### src/rtl/atdf_pkg.sv
// ----------------------------------------------------------------------------
// atdf_pkg: shared types and constants for the attenuation-to-dac frame block
// Beat layouts, command codes between controller and datapath, fixed constants.
// ----------------------------------------------------------------------------
package atdf_pkg;

  // input beat
  typedef struct packed {
    logic [1:0]         kind;
    logic signed [15:0] centi_db;
    logic [15:0]        millivolts;
    logic [4:0]         entry_index;
    logic [15:0]        entry_value;
  } in_item_t;

  // result beat
  typedef struct packed {
    logic [15:0] spi_frame;
    logic [1:0]  status;
    logic [11:0] attenuation;
    logic [11:0] dac_code;
  } out_item_t;

  // command kinds
  typedef enum logic [1:0] {
    KIND_DB   = 2'd0,
    KIND_MV   = 2'd1,
    KIND_WR   = 2'd2,
    KIND_NONE = 2'd3
  } kind_t;

  // result status codes
  typedef enum logic [1:0] {
    STS_OK    = 2'd0,
    STS_RANGE = 2'd1,
    STS_MISS  = 2'd2
  } status_t;

  // fixed constants
  localparam logic [11:0] MAX_CENTI_DB = 12'd3000;
  localparam logic [15:0] MAX_MV       = 16'd3300;
  localparam logic [15:0] HALF_MV      = 16'd1650;
  localparam logic [11:0] DAC_FULL     = 12'd4095;
  localparam logic [15:0] FRAME_FLAG   = 16'h8000;
  localparam logic [6:0]  CENTI        = 7'd100;
  // divide by 100 as multiply and shift, exact for values up to 3000
  localparam logic [12:0] DIV100_MUL   = 13'd5243;
  localparam int          DIV100_SHIFT = 19;
  // divide by 100 as multiply and shift, exact below 2^23
  localparam logic [23:0] RECIP100_MUL   = 24'd10737419;
  localparam int          RECIP100_SHIFT = 30;
  // divide by 3300 as multiply and shift, exact below 2^24
  localparam logic [24:0] RECIP3300_MUL   = 25'd20824084;
  localparam int          RECIP3300_SHIFT = 36;
  // shared divider widths
  localparam int          DIV_NW       = 24;
  localparam int          DIV_DW       = 16;

  // controller states
  typedef enum logic [3:0] {
    S_IDLE,
    S_DECODE,
    S_DB_IDX,
    S_DB_A,
    S_DB_B,
    S_DB_C,
    S_DB_DIV,
    S_FR_MUL,
    S_FR_DIV,
    S_FR_FIN,
    S_SR_FIRST,
    S_SR_SEG,
    S_SR_HIT,
    S_SR_DIV,
    S_DONE
  } state_t;

  // datapath operations
  typedef enum logic [4:0] {
    OP_NONE,
    OP_LOAD,
    OP_RANGE,
    OP_MISS,
    OP_WRITE,
    OP_MAG,
    OP_DB_IDX,
    OP_DB_A,
    OP_DB_B,
    OP_DB_C,
    OP_DB_V,
    OP_FR_SAT,
    OP_FR_DIV,
    OP_FR_QUO,
    OP_FR_FIN,
    OP_SR_RD0,
    OP_SR_FIRST,
    OP_SR_FIRST_HIT,
    OP_SR_STEP,
    OP_SR_EXACT,
    OP_SR_HIT,
    OP_SR_DIV,
    OP_SR_ATT
  } dp_op_t;

  // controller to datapath
  typedef struct packed {
    dp_op_t op;
    logic   out_load;
  } dp_cmd_t;

  // datapath to controller
  typedef struct packed {
    kind_t kind;
    logic  mag_bad;
    logic  mv_bad;
    logic  wr_bad;
    logic  idx_bad;
    logic  v_big;
    logic  div_done;
    logic  val_eq;
    logic  seg_hit;
    logic  more;
  } dp_stat_t;

endpackage

### src/rtl/atdf_div.sv
// ----------------------------------------------------------------------------
// atdf_div: restoring divider for the search segment fraction
// One quotient bit per cycle; done pulses when the quotient is final.
// ----------------------------------------------------------------------------
module atdf_div
  import atdf_pkg::*;
(
  input  logic              clk,
  input  logic              rst_n,
  input  logic              start,
  input  logic [DIV_NW-1:0] dividend,
  input  logic [DIV_DW-1:0] divisor,
  output logic              done,
  output logic [DIV_NW-1:0] quo
);

  localparam int CNTW = $clog2(DIV_NW + 1);

  logic              busy_r;
  logic              done_r;
  logic [CNTW-1:0]   cnt_r;
  logic [DIV_NW-1:0] quo_r;
  logic [DIV_DW-1:0] rem_r;
  logic [DIV_DW-1:0] dsr_r;
  logic [DIV_DW:0]   trial;
  logic              fits;

  // trial subtract of the shifted partial remainder
  assign trial = {rem_r, quo_r[DIV_NW-1]};
  assign fits  = trial >= {1'b0, dsr_r};

  // control
  always_ff @(posedge clk) begin
    if (!rst_n) begin
      busy_r <= 1'b0;
      done_r <= 1'b0;
      cnt_r  <= '0;
    end else begin
      done_r <= busy_r && (cnt_r == CNTW'(1));
      if (start) begin
        busy_r <= 1'b1;
        cnt_r  <= CNTW'(DIV_NW);
      end else if (busy_r) begin
        cnt_r <= cnt_r - CNTW'(1);
        if (cnt_r == CNTW'(1)) begin
          busy_r <= 1'b0;
        end
      end
    end
  end

  // quotient and remainder
  always_ff @(posedge clk) begin
    if (start) begin
      quo_r <= dividend;
      rem_r <= '0;
      dsr_r <= divisor;
    end else if (busy_r) begin
      quo_r <= {quo_r[DIV_NW-2:0], fits};
      rem_r <= fits ? DIV_DW'(trial - {1'b0, dsr_r}) : trial[DIV_DW-1:0];
    end
  end

  assign done = done_r;
  assign quo  = quo_r;

endmodule

### src/rtl/atdf_dpath.sv
// ----------------------------------------------------------------------------
// atdf_dpath: datapath of the attenuation-to-dac frame block
// Voltage table memory, interpolation, table search, dac code and frame state.
// ----------------------------------------------------------------------------
module atdf_dpath
  import atdf_pkg::*;
#(
  parameter int TABLE_ENTRIES = 31
) (
  input  logic      clk,
  input  logic      rst_n,
  input  dp_cmd_t   cmd,
  input  in_item_t  in_data,
  output dp_stat_t  stat,
  output out_item_t out_data
);

  localparam int IW = $clog2(TABLE_ENTRIES);
  localparam int CW = IW + 2;

  // saturate a searched attenuation to 12 bits
  function automatic logic [11:0] sat_att(input logic [14:0] v);
    sat_att = (v > 15'(DAC_FULL)) ? DAC_FULL : v[11:0];
  endfunction

  in_item_t          in_r;
  logic [11:0]       mag_r;
  logic [IW-1:0]     idx_r;
  logic [6:0]        frac_r;
  logic [15:0]       a_r;
  logic [15:0]       b_r;
  logic [22:0]       p_r;
  logic [22:0]       num_r;
  logic [15:0]       v_r;
  logic [23:0]       prod_r;
  logic [11:0]       fr_quo_r;
  logic [IW-1:0]     srch_r;
  logic [15:0]       d_r;
  logic [15:0]       span_r;
  logic [11:0]       pend_att_r;
  status_t           status_r;
  logic [15:0]       frame_r;
  logic [11:0]       att_r;
  out_item_t         out_r;

  logic [15:0]       mem [TABLE_ENTRIES];
  logic [TABLE_ENTRIES-1:0] vld_r;
  logic [15:0]       rdata_r;
  logic [15:0]       rinit_r;
  logic              rvld_r;
  logic [IW-1:0]     raddr;
  logic [IW-1:0]     waddr;
  logic [15:0]       tval;

  logic [16:0]       mag_c;
  logic [24:0]       prod_c;
  logic [4:0]        idx_c;
  logic [6:0]        frac_c;
  logic [15:0]       mv;
  logic              a_lt_b;
  logic [15:0]       seg_d;
  logic [15:0]       seg_span;
  logic [CW-1:0]     srch_p2;
  logic [14:0]       exact_c;
  logic [14:0]       seg_att_c;
  logic [46:0]       q100_c;
  logic [48:0]       q3300_c;
  logic [15:0]       rem_c;
  logic              round_up;
  logic [12:0]       code_sum;
  logic [11:0]       code_c;

  logic              div_start;
  logic [DIV_NW-1:0] div_n;
  logic [DIV_DW-1:0] div_d;
  logic              div_done;
  logic [DIV_NW-1:0] div_q;

  assign mv = in_r.millivolts;

  // table value: written entries from memory, others read as 100 * index
  assign tval = rvld_r ? rdata_r : rinit_r;

  // magnitude of the dB request
  assign mag_c = in_r.centi_db[15] ? (17'h10000 - {1'b0, in_r.centi_db})
                                   : {1'b0, in_r.centi_db};

  // whole dB and hundredths
  assign prod_c = 25'(mag_r) * 25'(DIV100_MUL);
  assign idx_c  = 5'(prod_c >> DIV100_SHIFT);
  assign frac_c = 7'(mag_r - 12'(idx_c) * 12'(CENTI));

  // segment between T[i] in a_r and T[i+1] read back
  assign a_lt_b   = a_r < tval;
  assign seg_d    = a_lt_b ? (mv - a_r) : (a_r - mv);
  assign seg_span = a_lt_b ? (tval - a_r) : (a_r - tval);
  assign srch_p2  = CW'(srch_r) + CW'(2);
  assign exact_c  = 15'(CW'(srch_r) + CW'(1)) * 15'(CENTI);
  assign seg_att_c = 15'(srch_r) * 15'(CENTI) + 15'(div_q[6:0]);

  // interpolated voltage: weighted sum divided by 100
  assign q100_c = 47'(num_r) * 47'(RECIP100_MUL);

  // dac code: v * 4095 / 3300, rounding above half only
  assign q3300_c  = 49'(prod_r) * 49'(RECIP3300_MUL);
  assign rem_c    = 16'(prod_r - 24'(fr_quo_r) * 24'(MAX_MV));
  assign round_up = rem_c > HALF_MV;
  assign code_sum = 13'(fr_quo_r) + 13'(round_up);
  assign code_c   = (code_sum > 13'(DAC_FULL)) ? DAC_FULL : code_sum[11:0];

  // status toward the controller
  always_comb begin
    stat.kind     = kind_t'(in_r.kind);
    stat.mag_bad  = mag_c > 17'(MAX_CENTI_DB);
    stat.mv_bad   = mv > MAX_MV;
    stat.wr_bad   = 32'(in_r.entry_index) >= 32'(TABLE_ENTRIES);
    stat.idx_bad  = (32'(idx_c) >= 32'(TABLE_ENTRIES)) ||
                    ((frac_c != '0) && (32'(idx_c) + 32'd1 >= 32'(TABLE_ENTRIES)));
    stat.v_big    = v_r > MAX_MV;
    stat.div_done = div_done;
    stat.val_eq   = tval == mv;
    stat.seg_hit  = a_lt_b ? ((a_r < mv) && (mv < tval))
                           : ((tval < mv) && (mv < a_r));
    stat.more     = 32'(srch_p2) < 32'(TABLE_ENTRIES);
  end

  // read address per operation
  always_comb begin
    case (cmd.op)
      OP_DB_IDX:   raddr = IW'(idx_c);
      OP_DB_A:     raddr = (frac_r != '0) ? (idx_r + IW'(1)) : idx_r;
      OP_SR_FIRST: raddr = IW'(1);
      OP_SR_STEP:  raddr = srch_p2[IW-1:0];
      default:     raddr = '0;
    endcase
  end

  assign waddr = IW'(in_r.entry_index);

  // table memory with registered read
  always_ff @(posedge clk) begin
    if (cmd.op == OP_WRITE) begin
      mem[waddr] <= in_r.entry_value;
    end
    rdata_r <= mem[raddr];
    rinit_r <= 16'(raddr) * 16'(CENTI);
    rvld_r  <= vld_r[raddr];
  end

  // written-entry flags
  always_ff @(posedge clk) begin
    if (!rst_n) begin
      vld_r <= '0;
    end else if (cmd.op == OP_WRITE) begin
      vld_r[waddr] <= 1'b1;
    end
  end

  // divider operands
  always_comb begin
    div_start = 1'b0;
    div_n     = '0;
    div_d     = '0;
    case (cmd.op)
      OP_SR_DIV: begin
        div_start = 1'b1;
        div_n     = DIV_NW'(d_r) * DIV_NW'(CENTI);
        div_d     = span_r;
      end
      default: begin
        div_start = 1'b0;
      end
    endcase
  end

  atdf_div u_div (
    .clk      (clk),
    .rst_n    (rst_n),
    .start    (div_start),
    .dividend (div_n),
    .divisor  (div_d),
    .done     (div_done),
    .quo      (div_q)
  );

  // working registers
  always_ff @(posedge clk) begin
    case (cmd.op)
      OP_LOAD:   in_r <= in_data;
      OP_RANGE:  status_r <= STS_RANGE;
      OP_MISS:   status_r <= STS_MISS;
      OP_WRITE:  status_r <= STS_OK;
      OP_MAG:    mag_r <= mag_c[11:0];
      OP_DB_IDX: begin
        idx_r  <= IW'(idx_c);
        frac_r <= frac_c;
      end
      OP_DB_A:   a_r <= tval;
      OP_DB_B: begin
        p_r <= 23'(a_r) * 23'(CENTI - frac_r);
        b_r <= tval;
      end
      OP_DB_C: begin
        num_r      <= p_r + 23'(b_r) * 23'(frac_r);
        pend_att_r <= mag_r;
      end
      OP_DB_V:   v_r <= q100_c[RECIP100_SHIFT +: 16];
      OP_FR_SAT: status_r <= STS_OK;
      OP_FR_DIV: prod_r <= 24'(v_r) * 24'(DAC_FULL);
      OP_FR_QUO: fr_quo_r <= q3300_c[RECIP3300_SHIFT +: 12];
      OP_FR_FIN: status_r <= STS_OK;
      OP_SR_FIRST: begin
        a_r    <= tval;
        srch_r <= '0;
      end
      OP_SR_FIRST_HIT: begin
        pend_att_r <= '0;
        v_r        <= mv;
      end
      OP_SR_STEP: begin
        a_r    <= tval;
        srch_r <= srch_r + IW'(1);
      end
      OP_SR_EXACT: begin
        pend_att_r <= sat_att(exact_c);
        v_r        <= mv;
      end
      OP_SR_HIT: begin
        d_r    <= seg_d;
        span_r <= seg_span;
      end
      OP_SR_ATT: begin
        pend_att_r <= sat_att(seg_att_c);
        v_r        <= mv;
      end
      default: begin
      end
    endcase
  end

  // frame and attenuation, committed on success
  always_ff @(posedge clk) begin
    if (!rst_n) begin
      frame_r <= '0;
      att_r   <= '0;
    end else if (cmd.op == OP_FR_SAT) begin
      frame_r <= FRAME_FLAG | 16'(DAC_FULL);
      att_r   <= pend_att_r;
    end else if (cmd.op == OP_FR_FIN) begin
      frame_r <= FRAME_FLAG | 16'(code_c);
      att_r   <= pend_att_r;
    end
  end

  // result register
  always_ff @(posedge clk) begin
    if (cmd.out_load) begin
      out_r.spi_frame   <= frame_r;
      out_r.status      <= status_r;
      out_r.attenuation <= att_r;
      out_r.dac_code    <= frame_r[11:0];
    end
  end

  assign out_data = out_r;

endmodule

### src/rtl/atdf_ctrl.sv
// ----------------------------------------------------------------------------
// atdf_ctrl: controller of the attenuation-to-dac frame block
// Sequences one command through decode, table reads, divides and the result.
// ----------------------------------------------------------------------------
module atdf_ctrl
  import atdf_pkg::*;
(
  input  logic     clk,
  input  logic     rst_n,
  input  logic     in_valid,
  output logic     in_stall,
  output logic     out_valid,
  input  logic     out_stall,
  input  dp_stat_t stat,
  output dp_cmd_t  cmd
);

  state_t state_r;
  state_t state_nxt;
  logic   out_valid_r;
  logic   out_valid_nxt;
  logic   out_free;

  assign out_free = !out_valid_r || !out_stall;

  // next state
  always_comb begin
    state_nxt = state_r;
    case (state_r)
      S_IDLE: begin
        if (in_valid) state_nxt = S_DECODE;
      end
      S_DECODE: begin
        case (stat.kind)
          KIND_DB: state_nxt = stat.mag_bad ? S_DONE : S_DB_IDX;
          KIND_MV: state_nxt = stat.mv_bad ? S_DONE : S_SR_FIRST;
          default: state_nxt = S_DONE;
        endcase
      end
      S_DB_IDX:   state_nxt = stat.idx_bad ? S_DONE : S_DB_A;
      S_DB_A:     state_nxt = S_DB_B;
      S_DB_B:     state_nxt = S_DB_C;
      S_DB_C:     state_nxt = S_DB_DIV;
      S_DB_DIV:   state_nxt = S_FR_MUL;
      S_FR_MUL:   state_nxt = stat.v_big ? S_DONE : S_FR_DIV;
      S_FR_DIV:   state_nxt = S_FR_FIN;
      S_FR_FIN:   state_nxt = S_DONE;
      S_SR_FIRST: state_nxt = stat.val_eq ? S_FR_MUL : S_SR_SEG;
      S_SR_SEG: begin
        if (stat.seg_hit) begin
          state_nxt = S_SR_HIT;
        end else if (stat.val_eq) begin
          state_nxt = S_FR_MUL;
        end else if (!stat.more) begin
          state_nxt = S_DONE;
        end
      end
      S_SR_HIT:   state_nxt = S_SR_DIV;
      S_SR_DIV: begin
        if (stat.div_done) state_nxt = S_FR_MUL;
      end
      S_DONE: begin
        if (out_free) state_nxt = S_IDLE;
      end
      default:    state_nxt = S_IDLE;
    endcase
  end

  // outputs and datapath commands
  always_comb begin
    cmd.op       = OP_NONE;
    cmd.out_load = 1'b0;
    in_stall     = 1'b1;
    case (state_r)
      S_IDLE: begin
        in_stall = 1'b0;
        if (in_valid) cmd.op = OP_LOAD;
      end
      S_DECODE: begin
        case (stat.kind)
          KIND_DB: cmd.op = stat.mag_bad ? OP_RANGE : OP_MAG;
          KIND_MV: cmd.op = stat.mv_bad ? OP_RANGE : OP_SR_RD0;
          KIND_WR: cmd.op = stat.wr_bad ? OP_RANGE : OP_WRITE;
          default: cmd.op = OP_RANGE;
        endcase
      end
      S_DB_IDX:   cmd.op = stat.idx_bad ? OP_RANGE : OP_DB_IDX;
      S_DB_A:     cmd.op = OP_DB_A;
      S_DB_B:     cmd.op = OP_DB_B;
      S_DB_C:     cmd.op = OP_DB_C;
      S_DB_DIV:   cmd.op = OP_DB_V;
      S_FR_MUL:   cmd.op = stat.v_big ? OP_FR_SAT : OP_FR_DIV;
      S_FR_DIV:   cmd.op = OP_FR_QUO;
      S_FR_FIN:   cmd.op = OP_FR_FIN;
      S_SR_FIRST: cmd.op = stat.val_eq ? OP_SR_FIRST_HIT : OP_SR_FIRST;
      S_SR_SEG: begin
        if (stat.seg_hit) begin
          cmd.op = OP_SR_HIT;
        end else if (stat.val_eq) begin
          cmd.op = OP_SR_EXACT;
        end else if (stat.more) begin
          cmd.op = OP_SR_STEP;
        end else begin
          cmd.op = OP_MISS;
        end
      end
      S_SR_HIT:   cmd.op = OP_SR_DIV;
      S_SR_DIV: begin
        if (stat.div_done) cmd.op = OP_SR_ATT;
      end
      S_DONE: begin
        if (out_free) cmd.out_load = 1'b1;
      end
      default: begin
        cmd.op = OP_NONE;
      end
    endcase
    out_valid_nxt = cmd.out_load || (out_valid_r && out_stall);
  end

  // state and result valid
  always_ff @(posedge clk) begin
    if (!rst_n) begin
      state_r     <= S_IDLE;
      out_valid_r <= 1'b0;
    end else begin
      state_r     <= state_nxt;
      out_valid_r <= out_valid_nxt;
    end
  end

  assign out_valid = out_valid_r;

endmodule

### src/rtl/attenuation_to_dac_frame.sv
// ----------------------------------------------------------------------------
// attenuation_to_dac_frame: attenuator control voltage to 16-bit dac frame
// dB commands interpolate the voltage table, mV commands search it; either
// way the voltage becomes a rounded, saturated 12-bit code in the frame.
// ----------------------------------------------------------------------------
//  channel   direction  handshake            beat
//  in_       in         in_valid / in_stall   in_item_t: command and operands
//  out_      out        out_valid / out_stall out_item_t: frame, status, att, code
//
//  one command at a time; the result is valid when the result register loads,
//  and the next command is taken in the cycle after that load
//  table write or rejected command: decode, then the result (a dB index past
//  the table is rejected in the index state); dB command: index, table reads,
//  weighted sum, divide by 100, dac code, saturated at once above full scale;
//  mV command: an exact hit, a segment hit and 24-step divide, or a miss
//  reset clears frame, attenuation and the written-entry flags; unwritten
//  entries read as 100 * index, so no clearing pass is needed
//  a stalled result keeps the next finished command waiting in the controller
module attenuation_to_dac_frame
  import atdf_pkg::*;
#(
  parameter int TABLE_ENTRIES = 31
) (
  input  logic      clk,
  input  logic      rst_n,
  input  logic      in_valid,
  output logic      in_stall,
  input  in_item_t  in_data,
  output logic      out_valid,
  input  logic      out_stall,
  output out_item_t out_data
);

  dp_cmd_t  cmd;
  dp_stat_t stat;

  // sequencer
  atdf_ctrl u_ctrl (
    .clk       (clk),
    .rst_n     (rst_n),
    .in_valid  (in_valid),
    .in_stall  (in_stall),
    .out_valid (out_valid),
    .out_stall (out_stall),
    .stat      (stat),
    .cmd       (cmd)
  );

  // table, arithmetic and state
  atdf_dpath #(
    .TABLE_ENTRIES (TABLE_ENTRIES)
  ) u_dpath (
    .clk      (clk),
    .rst_n    (rst_n),
    .cmd      (cmd),
    .in_data  (in_data),
    .stat     (stat),
    .out_data (out_data)
  );

endmodule

### config.mk
export PLATFORM = sky130hd
export DESIGN_NAME = attenuation_to_dac_frame
export DESIGN_NICKNAME = d
export VERILOG_FILES = /design/src/rtl/atdf_pkg.sv /design/src/rtl/atdf_div.sv /design/src/rtl/atdf_dpath.sv /design/src/rtl/atdf_ctrl.sv /design/src/rtl/attenuation_to_dac_frame.sv
export SDC_FILE = /design/constraint.sdc
export NUM_CORES = 2
export LEC_CHECK = 0
export ABC_AREA = 0
export BUFFER_PORTS_ARGS = -buffer_cell sky130_fd_sc_hd__buf_4
export CAP_MARGIN = 40
export CORE_ASPECT_RATIO = 1.1
export CORE_UTILIZATION = 55
export CTS_CLUSTER_SIZE = 8
export DETAILED_ROUTE_END_ITERATION = 8
export MAX_ROUTING_LAYER = met4
export PLACE_DENSITY_LB_ADDON = 0.2
export SLEW_MARGIN = 0
export SYNTH_ARGS = -nofsm -noshare
export SYNTH_HDL_FRONTEND = slang
export SYNTH_SLANG_ARGS = --single-unit
### constraint.sdc
create_clock -name clk -period 12.8 [get_ports clk]
set_clock_uncertainty 0.2 [all_clocks]
set_input_delay 2.56 -clock clk [delete_from_list [all_inputs] [get_ports clk]]
set_output_delay 2.56 -clock clk [all_outputs]
set_load 0.03 [all_outputs]
== Yosys cells after proc, flatten, opt, wreduce, memory -nomap -nowiden ==
Memories as Yosys holds them, arrays and structs flattened. A register that Yosys moved wholly into a read port is not among the register bits.
Index checks and enable logic that the tools add are counted.
W data, S select, Z words.
Operators by class
  bitwise logic cells: 2
  reduce and logical (&&, ||, !) cells: 26
  $mul: 12
  $add $sub $neg: 18
  divide/modulo/power cells: 0
  equality and inequality tests: 43
  multiplexer cells: 63
  shifts and indexed selects: 0
  order comparisons: 20
Operators by type and width (number)
  $mux W16: 6
  $sub A16 B16 Y16: 6
  $lt A16 B16 Y1: 5
  $pmux W5 S14: 1
  $mux W12: 5
  $pmux W4 S15: 1
  $mux W24: 2
  $pmux W12 S4: 1
  $mul A23 B24 Y46 const B: 1
  $mul A24 B23 Y46 const B: 1
  $mux W4: 10
  $eq A5 B4 Y1 const B: 7
  $eq A5 B5 Y1 const B: 7
  $mux W5: 7
  $ge A32 B5 Y1 const B: 1
  $gt A16 B12 Y1 const B: 2
  $pmux W16 S2: 1
  $or A31 B31 Y31: 1
  $gt A15 B12 Y1 const B: 2
  $eq A4 B4 Y1 const B: 7
  $mul A12 B13 Y24 const B: 1
  $mul A16 B12 Y24 const B: 1
  $add A23 B23 Y23: 1
  $mul A16 B23 Y23: 1
  other kinds (59): 106
Storage, ports and cells
  memory bits (read-only): 0
  bits in writable memories: 496
  flip-flop bits (word level): 434
  memories kept: 1
  output and inout bits: 44
  input port bits: 59
  bits in latches: 0
  word-level logic and storage cells: 223
Memory list
  u_dpath.mem: depth 31, bits a word 16, rd ports 1, clocked after Yosys merged registers in 1, wr ports 1, line atdf_dpath.sv:46  | logic [15:0] mem [TABLE_ENTRIES];

== Depth between registers and ports, before layout ==
  word-level depth: 12
  mapped depth: 38
  gate-level depth less buffers: 35

== Modules after synthesis ==
A second synthesis with hierarchy kept.
Second synthesis, totals
  cell total of the unflattened synthesis: 6899
  area total of the unflattened synthesis: 75651.3 µm²
Modules (own cells, without submodules)
  atdf_dpath: times used 1, area each 71523.6 µm², sequential area each 25174.1 µm², cells each 6495
  atdf_div: times used 1, area each 3364.5 µm², sequential area each 1661.6 µm², cells each 297
  atdf_ctrl: times used 1, area each 763.2 µm², sequential area each 100.1 µm², cells each 107

== Worst setup path before layout ==
Ideal clock, no wire load.
  path type: register -> register
  from: register u_dpath.mag_r[6]
  to: memory u_dpath.mem[12][0] (enable)
  library setup time: 0.440 ns
  arrival time: 8.539 ns
  stages on the path, launching flop included: 29
  required time: 12.160 ns
  setup slack: 3.621 ns
  buffers on the path: 0
  period minus slack after synthesis: 9.179 ns
  cells stage by stage: edfxtp_1 -> inv_1 -> fa_1 -> fa_1 -> fa_1 -> inv_1 -> fa_1 -> inv_1 -> fa_1 -> inv_1 -> ha_1 -> a211oi_1 -> o21bai_1 -> a2111oi_0 -> o22ai_1 -> xnor2_2 -> inv_2 -> fa_1 -> inv_1 -> a21o_1 -> a21oi_1 -> xnor2_1 -> xnor2_1 -> nor4_1 -> a211o_2 -> and3_1 -> nor4_2 -> nor2_2 -> nor4b_1
On the way
  longest elaborated chain between the ends: 11
  elaborated cells on any way between the ends: 14
  classes of those cells: add/sub (2); mul (2); order compare (2); eq/ne (1); mux (4); reduce/logical (3)
RTL lines
  start: declaration: line atdf_dpath.sv:27  | logic [11:0] mag_r;
  start signal: assignment: line atdf_dpath.sv:193  | OP_MAG: mag_r <= mag_c[11:0];
  $mul A12 B13 Y24: line atdf_dpath.sv:89  | assign prod_c = 25'(mag_r) * 25'(DIV100_MUL);
  net u_dpath.prod_c[20]: line atdf_dpath.sv:56  | logic [24:0] prod_c;
  $mul A5 B4 Y5: line atdf_dpath.sv:91  | assign frac_c = 7'(mag_r - 12'(idx_c) * 12'(CENTI));
  $sub A7 B7 Y7: line atdf_dpath.sv:91
  net u_dpath.frac_c[6]: line atdf_dpath.sv:58  | logic [6:0] frac_c;
  $reduce_bool A7 Y1: line atdf_dpath.sv:118  | ((frac_c != '0) && (32'(idx_c) + 32'd1 >= 32'(TABLE_ENTRIES)));
  $logic_and A1 B1 Y1: line atdf_dpath.sv:118
  $logic_or A1 B1 Y1: line atdf_dpath.sv:117  | stat.idx_bad = (32'(idx_c) >= 32'(TABLE_ENTRIES)) ||
  $mux W3: line atdf_ctrl.sv:87  | S_DB_IDX: cmd.op = stat.idx_bad ? OP_RANGE : OP_DB_IDX;
  $pmux W5 S14: line atdf_ctrl.sv:74  | case (state_r)
  $eq A5 B3 Y1: line atdf_dpath.sv:142  | if (cmd.op == OP_WRITE) begin
  $mux W1: line atdf_dpath.sv:142
  $mux W1 (implied by the code): line atdf_dpath.sv:143  | mem[waddr] <= in_r.entry_value;
  end: declaration: line atdf_dpath.sv:46
The timed path passes the listed nets, and every way through them passes these cells.

== Final worst setup path ==
  from: register u_dpath.mag_r[6]
  to: register u_dpath.rinit_r[11]
On the way
  longest elaborated chain between the ends: 11
  elaborated cells on any way between the ends: 17
  classes of those cells: add/sub (2); mul (3); order compare (2); eq/ne (4); mux (3); reduce/logical (3)
RTL lines
  $mul A12 B13 Y24 *: line atdf_dpath.sv:89
  net u_dpath.prod_c[20]: line atdf_dpath.sv:56
  $mul A5 B4 Y5 *: line atdf_dpath.sv:91
  $sub A7 B7 Y7 *: line atdf_dpath.sv:91
  net u_dpath.frac_c[6]: line atdf_dpath.sv:58
  $reduce_bool A7 Y1 *: line atdf_dpath.sv:118
  $logic_and A1 B1 Y1 *: line atdf_dpath.sv:118
  $logic_or A1 B1 Y1 *: line atdf_dpath.sv:117
  $mux W3 *: line atdf_ctrl.sv:87
  $pmux W5 S14 *: line atdf_ctrl.sv:74
  $eq A5 B5 Y1 or $eq A5 B3 Y1 (tied branches): line atdf_dpath.sv:129  | case (cmd.op)
  $pmux W5 S4 *: line atdf_dpath.sv:129
  $mul A5 B5 Y10 *: line atdf_dpath.sv:146  | rinit_r <= 16'(raddr) * 16'(CENTI);
  end signal: assignment: line atdf_dpath.sv:146
  end: declaration: line atdf_dpath.sv:49  | logic [15:0] rinit_r;
The timed path passes the listed nets; every way through them passes the cells marked *.
A chain may end at the register's enable or synchronous reset.

==> results.toml <==
[cts]
clk-insertion-delay-late_ns = 0.80
cts-root-buf = "clkbuf_16"
clk_pin_slew_worst_paths_ns = 0.05
post-cts-setup-buffer-count = 0
cts_resized = 0
ctsHoldBuffers = 0
tritoncts = "built"
cts-htree-levels = 4
clockBufferDepth = 3
cts_buffers = 137
cts.sinks = 934

[logic_synthesis]
synth-seq-area-share_pct = 35.48
ys.flop_type = "edfxtp_1"
yosysUniqueCellTypes = 96
yosys_register_bits = 934
synth_area_sq_um = 75930
synth_warnings = 0
async_flop_share_pct = 0
synth_edf_count = 823
syn-instance-count = 6732
syn_area_per_cell_sq_um = 11.28

[cells_and_area]
final_cell_mix = "inv_1 (1206), ha_1 (973), edfxtp_1 (823)"
final_common_cell = "inv_1"
final_core_util_pct = 61.07
synthToLayoutAreaGrowth_pct = 9.893
instances_no_fill = 8799
final_nets = 8687
drive_gt1_share_pct = 6.303

[die]
rows = 142
io_pins = 103
die_area_sq_um = 139500
die_h_um = 391.7
die_w_um = 356.3
initial_core_util_pct = 55.57
core_sq_um = 136600

[worst_setup_path]
cp_common_cell = "fa_1"
cp_max_fo = 17
r2r_slack_ns = 2.62
slowest_delay_ns = 0.74
required_ns = 13.28
cp-start-kind = "register"
critPathKind = "reg2reg"
crit_buf_inv = 6
cpMaxStageDelayCell = "a21o_1"
critPathTopFamily = "adder cells"
critical_path_arrival_ns = 10.66
endpoint_kind = "register"

[drt]
final_antenna_net_count = 0
route.vias.total = 49320
via_per_inst = 5.605
route.detailed.drc = 14
drt_iter0_drc = 3577
first_pass_iters = 8
wl_mm = 183.7
avgRoutedWirePerCell_um = 20.88

[sta]
hold_viol_final = 0
period_needed_ns = 10.18
setup_viol = 0
rsz0062_at_grt = "no"
tns_ns = 0
fmax_mhz = 98.25
fin_ws_ns = 2.621
relSlewSlack_pct = 37.61
tightest_slew_ns = 0.9324
drv_slew = 0
timing.final.crit_share_pct = 79.52

[placed_design]
gp_congestion = 0.9668
hpwlAfterDp_mm = 142.0
place_ws_ns = 2.671
dp.cells = 8557
numPortBuffers = 99

[global_routing]
grt_pass1_vias = 51990
grtUsageTotal_pct = 28.11
overflow = 0
grt_pass1_wl_mm = 291.5
grt_max_degree = 125
antenna_found_initial = 3

[outcome]
status = "finished with violations"
violations = "design-rule violations"

[job]
max_cap_viol_count = 0

[worst_hold_path]
worst_hold_path_type = "reg2reg"
worst reg2reg max path, delay by kind of cell, from the launching register on:
family	cells	cell delay, ns
compound gates	10	2.63
xor+xnor	4	0.69
fa+ha+maj	11	4.49
buf+inv	6	0.50
flops	1	0.68
simple gates	2	0.86
state kept, by name, summed over array words and instances, names as in the netlist, 23 cells and up:
| register | count |
|---|---|
| u_dpath.in_r | 32 |
| u_dpath.mem | 496 |
| u_dpath.num_r | 23 |
| u_dpath.out_data | 27 |
| u_dpath.p_r | 23 |
| u_dpath.prod_r | 24 |
| u_dpath.u_div.quo | 24 |
| u_dpath.vld_r | 31 |
layout make-up:
type / instances / area [sq um]
Inverter: 1210 / 4544
Multi-Input combinational cell: 4404 / 43710
Sequential cell: 934 / 26940
Fill cell: 11050 / 53190
Clock buffer: 217 / 3729
Antenna cell: 2 / 5.005
Timing Repair Buffer: 210 / 1772
Tap cell: 1800 / 2252
Clock inverter: 22 / 489.2
through the flow:
stage                     cell area, sq um  hold WS [ns]
after detailed placement             79210        0.2172
after global placement               78870        0.2194
after global routing                 83430        0.2346
final                                83440        0.2301
after floorplan                      75930        0.2003
after CTS                            83430        0.2299
metal layers:
metal / GRT usage [%] / wire [um]
met2: 47.55 / 92720
met4: 9.544 / 6122
met5: - / 0
met3: 3.256 / 8979
met1: 35.03 / 75900
Yosys cell counts, types with 111 or more instances:
| cell type | number | area [sq um] |
|---|---|---|
| a21oi_1 | 223 | 1116 |
| and2_1 | 118 | 738.2 |
| clkbuf_1 | 120 | 450.4 |
| dfxtp_1 | 111 | 2222 |
| edfxtp_1 | 823 | 24710 |
| fa_1 | 758 | 15170 |
| ha_1 | 973 | 12170 |
| inv_1 | 1206 | 4527 |
| mux2i_1 | 154 | 1541 |
| nand2_1 | 605 | 2271 |
| nor2_1 | 181 | 679.4 |
| o21ai_0 | 199 | 996.0 |
| xnor2_1 | 175 | 1533 |
cell families (layout without fill, tap and decap cells):
kind of cell	Yosys count	count (layout)	share of synthesized area (%)
AO/OA/AOI/OAI	918	918	8.039
XOR/XNOR	255	255	2.961
adder cells (fa/ha/maj)	1731	1731	36.02
buffers and inverters	1396	1659	7.075
flip-flops	934	934	35.48
multiplexers	159	159	2.104
other	1	5	0.004939
AND/OR/NAND/NOR	1338	1338	8.319
final timing paths:
kind	start	to	cells after the start
worst max register to register	u_dpath.mag_r[6]	u_dpath.rinit_r[11]	33
worst max-delay path	u_dpath.mag_r[6]	u_dpath.rinit_r[11]	33
worst min register to register	u_dpath.frame_r[4]	u_dpath.out_data[4]	0
worst min-delay path	u_dpath.frame_r[4]	u_dpath.out_data[4]	0
Power is left out: the tool's default activity adds up to more than one toggle a clock period on the data nets, which glitch-free logic cannot reach.
